## config.mk

```make
export PLATFORM = sky130hd
export DESIGN_NAME = ctsc_ctrl
export DESIGN_NICKNAME = d
export VERILOG_FILES = /design/src/rtl/core/ctsc_pkg.sv /design/src/rtl/core/ctsc_ctrl.sv
export SDC_FILE = /design/constraint.sdc
export NUM_CORES = 1
export LEC_CHECK = 0
export BUFFER_PORTS_ARGS = -buffer_cell sky130_fd_sc_hd__buf_2
export CELL_PAD_IN_SITES_DETAIL_PLACEMENT = 0
export CELL_PAD_IN_SITES_GLOBAL_PLACEMENT = 1
export CORE_AREA = 2 2 39 41
export DETAILED_ROUTE_END_ITERATION = 6
export DIE_AREA = 0 0 41 43
export HOLD_SLACK_MARGIN = 0.08
export PLACE_DENSITY = 0.76
export SKIP_CTS_REPAIR_TIMING = 1
export SLEW_MARGIN = 30
export SYNTH_ARGS = -nofsm -noshare
export SYNTH_HDL_FRONTEND = slang
export SYNTH_SLANG_ARGS = --single-unit
```

## constraint.sdc

```tcl
create_clock -name clk -period 2.42 [get_ports clk]
set_clock_uncertainty 0.1 [all_clocks]
set_input_delay 0.726 -clock clk [delete_from_list [all_inputs] [get_ports clk]]
set_output_delay 0.726 -clock clk [all_outputs]
set_load 0.05 [all_outputs]
```

## src/rtl/core/ctsc_pkg.sv

```systemverilog
// Shared types and constants for the chained table substitution cipher core.
package ctsc_pkg;

  // Side of the square key table; a power of two from 16 to 256.
  localparam int TABLE_SIDE = 256;
  localparam int IDX_W      = $clog2(TABLE_SIDE);
  localparam int ADDR_W     = 2 * IDX_W;
  localparam int BYTE_W     = 8;
  localparam int DEPTH      = TABLE_SIDE * TABLE_SIDE;

  typedef enum logic [1:0] {
    OP_WRITE   = 2'd0,
    OP_BEGIN   = 2'd1,
    OP_ENCRYPT = 2'd2,
    OP_DECRYPT = 2'd3
  } opcode_t;

  typedef enum logic [2:0] {
    ADDR_WRITE,
    ADDR_SEED,
    ADDR_ENC,
    ADDR_SCAN0,
    ADDR_SCAN_NEXT
  } addr_sel_t;

  typedef enum logic [2:0] {
    ST_IDLE,
    ST_LOAD,
    ST_ENC,
    ST_SCAN,
    ST_FINISH
  } state_t;

  // Controller to datapath commands
  typedef struct packed {
    logic      latch_in;
    logic      mem_we;
    logic      mem_re;
    addr_sel_t addr_sel;
    logic      col_clr;
    logic      col_inc;
    logic      chain_ld;
    logic      res_enc;
    logic      res_hit;
    logic      res_miss;
    logic      out_load;
  } cmd_t;

  // Datapath to controller status
  typedef struct packed {
    logic hit;
    logic last_col;
  } status_t;

endpackage

```

## src/rtl/core/ctsc_ctrl.sv

```systemverilog
// Controller state machine: sequences table lookups, the decrypt scan and output hand-off.
module ctsc_ctrl (
  input  logic            clk,
  input  logic            rst_n,
  input  logic            in_valid,
  input  logic [1:0]      in_opcode,
  output logic            in_stall,
  output logic            out_valid,
  input  logic            out_stall,
  input  ctsc_pkg::status_t status,
  output ctsc_pkg::cmd_t  cmd
);
  import ctsc_pkg::*;

  state_t  state_r, state_nxt;
  logic    out_valid_r, out_valid_nxt;
  logic    accept;
  logic    out_free;
  opcode_t op;

  assign op        = opcode_t'(in_opcode);
  assign in_stall  = (state_r != ST_IDLE);
  assign accept    = in_valid && !in_stall;
  assign out_valid = out_valid_r;
  assign out_free  = !out_valid_r || !out_stall;

  always_ff @(posedge clk) begin
    if (!rst_n) begin
      state_r     <= ST_IDLE;
      out_valid_r <= 1'b0;
    end else begin
      state_r     <= state_nxt;
      out_valid_r <= out_valid_nxt;
    end
  end

  always_comb begin
    state_nxt     = state_r;
    out_valid_nxt = out_valid_r && out_stall;
    cmd           = '0;
    cmd.addr_sel  = ADDR_WRITE;
    unique case (state_r)
      ST_IDLE: begin
        if (accept) begin
          cmd.latch_in = 1'b1;
          unique case (op)
            OP_WRITE: begin
              cmd.mem_we = 1'b1;
            end
            OP_BEGIN: begin
              cmd.mem_re   = 1'b1;
              cmd.addr_sel = ADDR_SEED;
              state_nxt    = ST_LOAD;
            end
            OP_ENCRYPT: begin
              cmd.mem_re   = 1'b1;
              cmd.addr_sel = ADDR_ENC;
              state_nxt    = ST_ENC;
            end
            OP_DECRYPT: begin
              cmd.mem_re   = 1'b1;
              cmd.addr_sel = ADDR_SCAN0;
              cmd.col_clr  = 1'b1;
              state_nxt    = ST_SCAN;
            end
            default: ;
          endcase
        end
      end
      ST_LOAD: begin
        cmd.chain_ld = 1'b1;
        state_nxt    = ST_IDLE;
      end
      ST_ENC: begin
        cmd.chain_ld = 1'b1;
        cmd.res_enc  = 1'b1;
        state_nxt    = ST_FINISH;
      end
      ST_SCAN: begin
        // read data belongs to the current column
        priority if (status.hit) begin
          cmd.chain_ld = 1'b1;
          cmd.res_hit  = 1'b1;
          state_nxt    = ST_FINISH;
        end else if (status.last_col) begin
          cmd.res_miss = 1'b1;
          state_nxt    = ST_FINISH;
        end else begin
          cmd.mem_re   = 1'b1;
          cmd.addr_sel = ADDR_SCAN_NEXT;
          cmd.col_inc  = 1'b1;
        end
      end
      ST_FINISH: begin
        if (out_free) begin
          cmd.out_load  = 1'b1;
          out_valid_nxt = 1'b1;
          state_nxt     = ST_IDLE;
        end
      end
      default: state_nxt = ST_IDLE;
    endcase
  end

endmodule

```

# --- Word level (Yosys, flattened, before mapping) ---
# Cells that the tools add are included.
word_totals:
  register_bits: 4
  latchBits: 0
  mem_bits_rw: 0
  rom_bits: 0
  inputBits: 8
  out_inout_bits: 15
  elab_cells: 52
  mem_count: 0
classes:
  addsub: 0
  n_mul: 0
  div_mod_pow: 0
  n_lt_le_gt_ge: 0
  n_eq_ne: 11
  shift: 0
  muxes: 28
  bitwise_logic: 0
  reduce_logical: 11
ops:
  columns: ["operator", "count"]
  rows:
  - ["2-to-1 mux 1 bit", 14]
  - ["2-to-1 mux 3 bit", 4]
  - ["case mux 3 bit (4 select lines)", 1]
  - ["case mux 4 bit (3 select lines)", 1]
  - ["case mux 3 bit (3 select lines)", 1]
  - ["2-to-1 mux 4 bit", 2]
  - ["case mux 4 bit (2 select lines)", 1]
  - ["2-to-1 mux 7 bit", 1]
  - ["== test 3 x 2 -> 1 bit (second input constant)", 2]
  - ["== test 2 bit (second input constant)", 2]
  - ["2-to-1 mux 2 bit", 2]
  - ["!= test 2 bit (second input constant)", 2]
  - ["!= test 4 x 1 -> 1 bit (second input constant)", 1]
  - ["AND reduction 4 bit", 1]
  - ["== test 3 x 1 -> 1 bit (second input constant)", 1]
  - ["== test 3 bit (second input constant)", 1]
  - ["logical NOT 1 bit", 3]
  - ["logical NOT 3 bit", 1]
  - ["!= test 3 bit (second input constant)", 1]
  - ["nonzero test 3 bit", 1]
  - ["== test 2 x 1 -> 1 bit (second input constant)", 1]
  - ["logical AND 1 bit", 2]
  - ["logical NOT 2 bit", 1]
  - ["case mux 1 bit (2 select lines)", 1]
  - ["2 further kinds", 2]

# --- Depth between registers and ports, before layout ---
depth:
  depth_word: 5
  mapped_depth: 4
  mapped_depth_nobuf: 4

# --- Worst setup path after synthesis ---
# Ideal clock, no wire load.
synth_path:
  path_kind: "input port to output port"
  from: "input port in_valid"
  to: "output port cmd[11] (netlist bit)"
  t_arrival_ns: 2.629
  slack_ns: -1.035
  path_stages: 2
  cell_sequence: "nor4b_4 > nor3b_1"
synth_rtl:
  columns: ["element", "line", "source"]
  rows:
  - ["from (decl)", "ctsc_ctrl.sv:5", "input logic in_valid,"]
  - ["to (decl)", "ctsc_ctrl.sv:11", "output ctsc_pkg::cmd_t cmd"]

==> run metrics <==
crit path time final 2360 ps; CP Launch Type primary input; Final setup viols 0; Synth top area share 0.294; io pins 23; Synth Register Bits 4; routed vias/inst 4.42; worst-path cell with the longest stage delay clkbuf_4; DP HPWL 622 um; CP arrival between 1500 and 2000 ps; P_leak about 0.00027 uW; I/O Buffers 22; synthesized area 273 um^2; Worst-Skew Late Latency between 200 and 250 ps; # nets final 70; CTS Buffer Depth 2; Tot GR Track Use 0.0974; syn nets 42; Area growth syn-to-layout 76.1%; highest metal used met3; Post-synth EDFFs 0; Worst setup EP type primary output; Finished Layout Cells 76; Synth area leader dfxtp_1; initial antenna violation count 0; slew margin rel. 0.792; Post-DRT Antenna Nets 0; Max FO, Critical Path 4; Synth cell types 21; area of the core 1380 um^2; 1st-iter DRT viols 3; Reg clk slew, reported paths 40 ps; Antenna diodes 0; Die ar. 1760 um^2; Peak VDD IR 156 uV; clock root buffer clkbuf_4; main area contributors after synthesis dfxtp_1, nor4b_4, and3_1; CP peak stage delay 240 ps; maximum clock frequency 0.424 GHz; M1 WL 308 um; Synth top cells by count dfxtp_1, and3_1, inv_1, nand2_1; Top delay family on crit path buffers and inverters; most frequent cell after synthesis dfxtp_1; average cell area after synthesis 8.02 um^2; RSZ-0062 raised after global routing no; Ys Warns 0; crit share post-route 0.974; Placement Setup Slack -17.4 ps; status completed; Buf/Inv on CP 3; worst setup margin between 60 and 70 ps; pin count of the biggest net entering global routing 8; cell count after placement 73; layout cell share with drive strength beyond 1 0.550; min-delay worst type reg -> reg; final WL about 770 um; Final Hold Vio Count 0; maximum capacitance violations 0; Rows 14; CTS buffer count 3; first-pass GRT wire length 1140 um; CTS tree done; routed length on met3 between 60 and 70 um; GPL Wtd Cong 0.666; vias post-DR 336; CTS H-tree depth 1; CP required 1590 ps; gr ovfl total 0; Critical Path, Cell by Cell buf_2, nor2b_1, nand3b_1, inv_1, clkbuf_4; met2 wire length between 300 and 400 um; Initial Util 0.197; vias in the first global route 301; ys flop type dfxtp_1; Syn Inst Count 34; die width 41 um; Sink Count 4; CP Class in -> out; sequential area share after synthesis 0.294; chip height 43 um; Power Dens Cells 503 nW/um^2; Worst Tran Pin Value approximately 310 ps; Post-synth ARST share 0; fill cell count about 160; 1st-pass router iterations 4; max-slew violation count 0; detailed-route DRC error count 0; Avg WL per Cell 10.1 um
## report_power, final
part	leakage, uW	switching [uW]	internal, uW
clock	0.0000138	28.6	55.6
sequential	0.0000325	3.93	68.3
combinational	0.000228	56.6	28.6
## state kept, by name, indices dropped and copies added (netlist names)
register   flops
state_r        3
out_valid      1
## layer usage
metal,up-vias,global-route usage
met4,0,0.0800
li1,171,-
met2,13,0.150
met5,-,0
met1,152,0.0997
met3,0,0.0314
## stage by stage
stage	instance area [um^2]	hold WS [ps]	utilization	TNS [ps]	total power (uW)
floorplan	295	566	-	-1440	132
global placement	433	407	0.313	0	154
detailed placement	433	410	0.313	-24.9	155
CTS	455	417	0.329	-29.4	241
global route	480	465	0.347	0	251
finish	480	420	0.347	0	242
## cell type report
type / instances / area, um^2 / area share
clock buffer: 3 / 22.5 / 0.0469
multi-input combinational: 27 / 204 / 0.424
tap: 16 / 20.0 / 0.0417
sequential: 4 / 80.1 / 0.167
inverter: 3 / 11.3 / 0.0234
timing repair buffer: 23 / 143 / 0.297
## placed cells by master, fill, tap and decap left out, drive strengths merged
cell,Yosys,layout
and4,1,1
nor2b,1,1
a211oi,1,1
clkbuf,0,7
and2b,1,1
inv,3,3
nor4b,1,1
o21ai,3,3
buf,0,19
nand3b,1,1
nor3b,1,1
a21oi,1,1
a21boi,1,1
and3,3,3
or3b,1,1
and2,2,2
nor2,2,2
nor3,1,1
o21a,2,2
dfxtp,4,4
nand2,3,3
nand2b,1,1
## worst paths after layout
kind / startpoint / endpoint / slack (ps) / depth (start not counted)
setup / recovery: status[1] / cmd[5] / 60 / 5
hold / removal: out_valid$_SDFF_PN0_ / out_valid$_SDFF_PN0_ / 420 / 2
setup reg to reg: state_r[2]$_SDFFE_PN0P_ / state_r[2]$_SDFFE_PN0P_ / 1090 / 3
hold reg to reg: out_valid$_SDFF_PN0_ / out_valid$_SDFF_PN0_ / 420 / 2
## cells by family after synthesis
logic type      count (synthesis)  share of synthesized area
compound gates                  8                      0.183
buf+inv                         3                     0.0413
simple gates                   19                      0.482
flops                           4                      0.294
## tightest hold or removal path, cell delays in order, from the launching register on
cell and delay [ps]:
dfxtp_1 320, nand2_1 80, a21boi_0 70
Power figures use the tool's default switching activity.
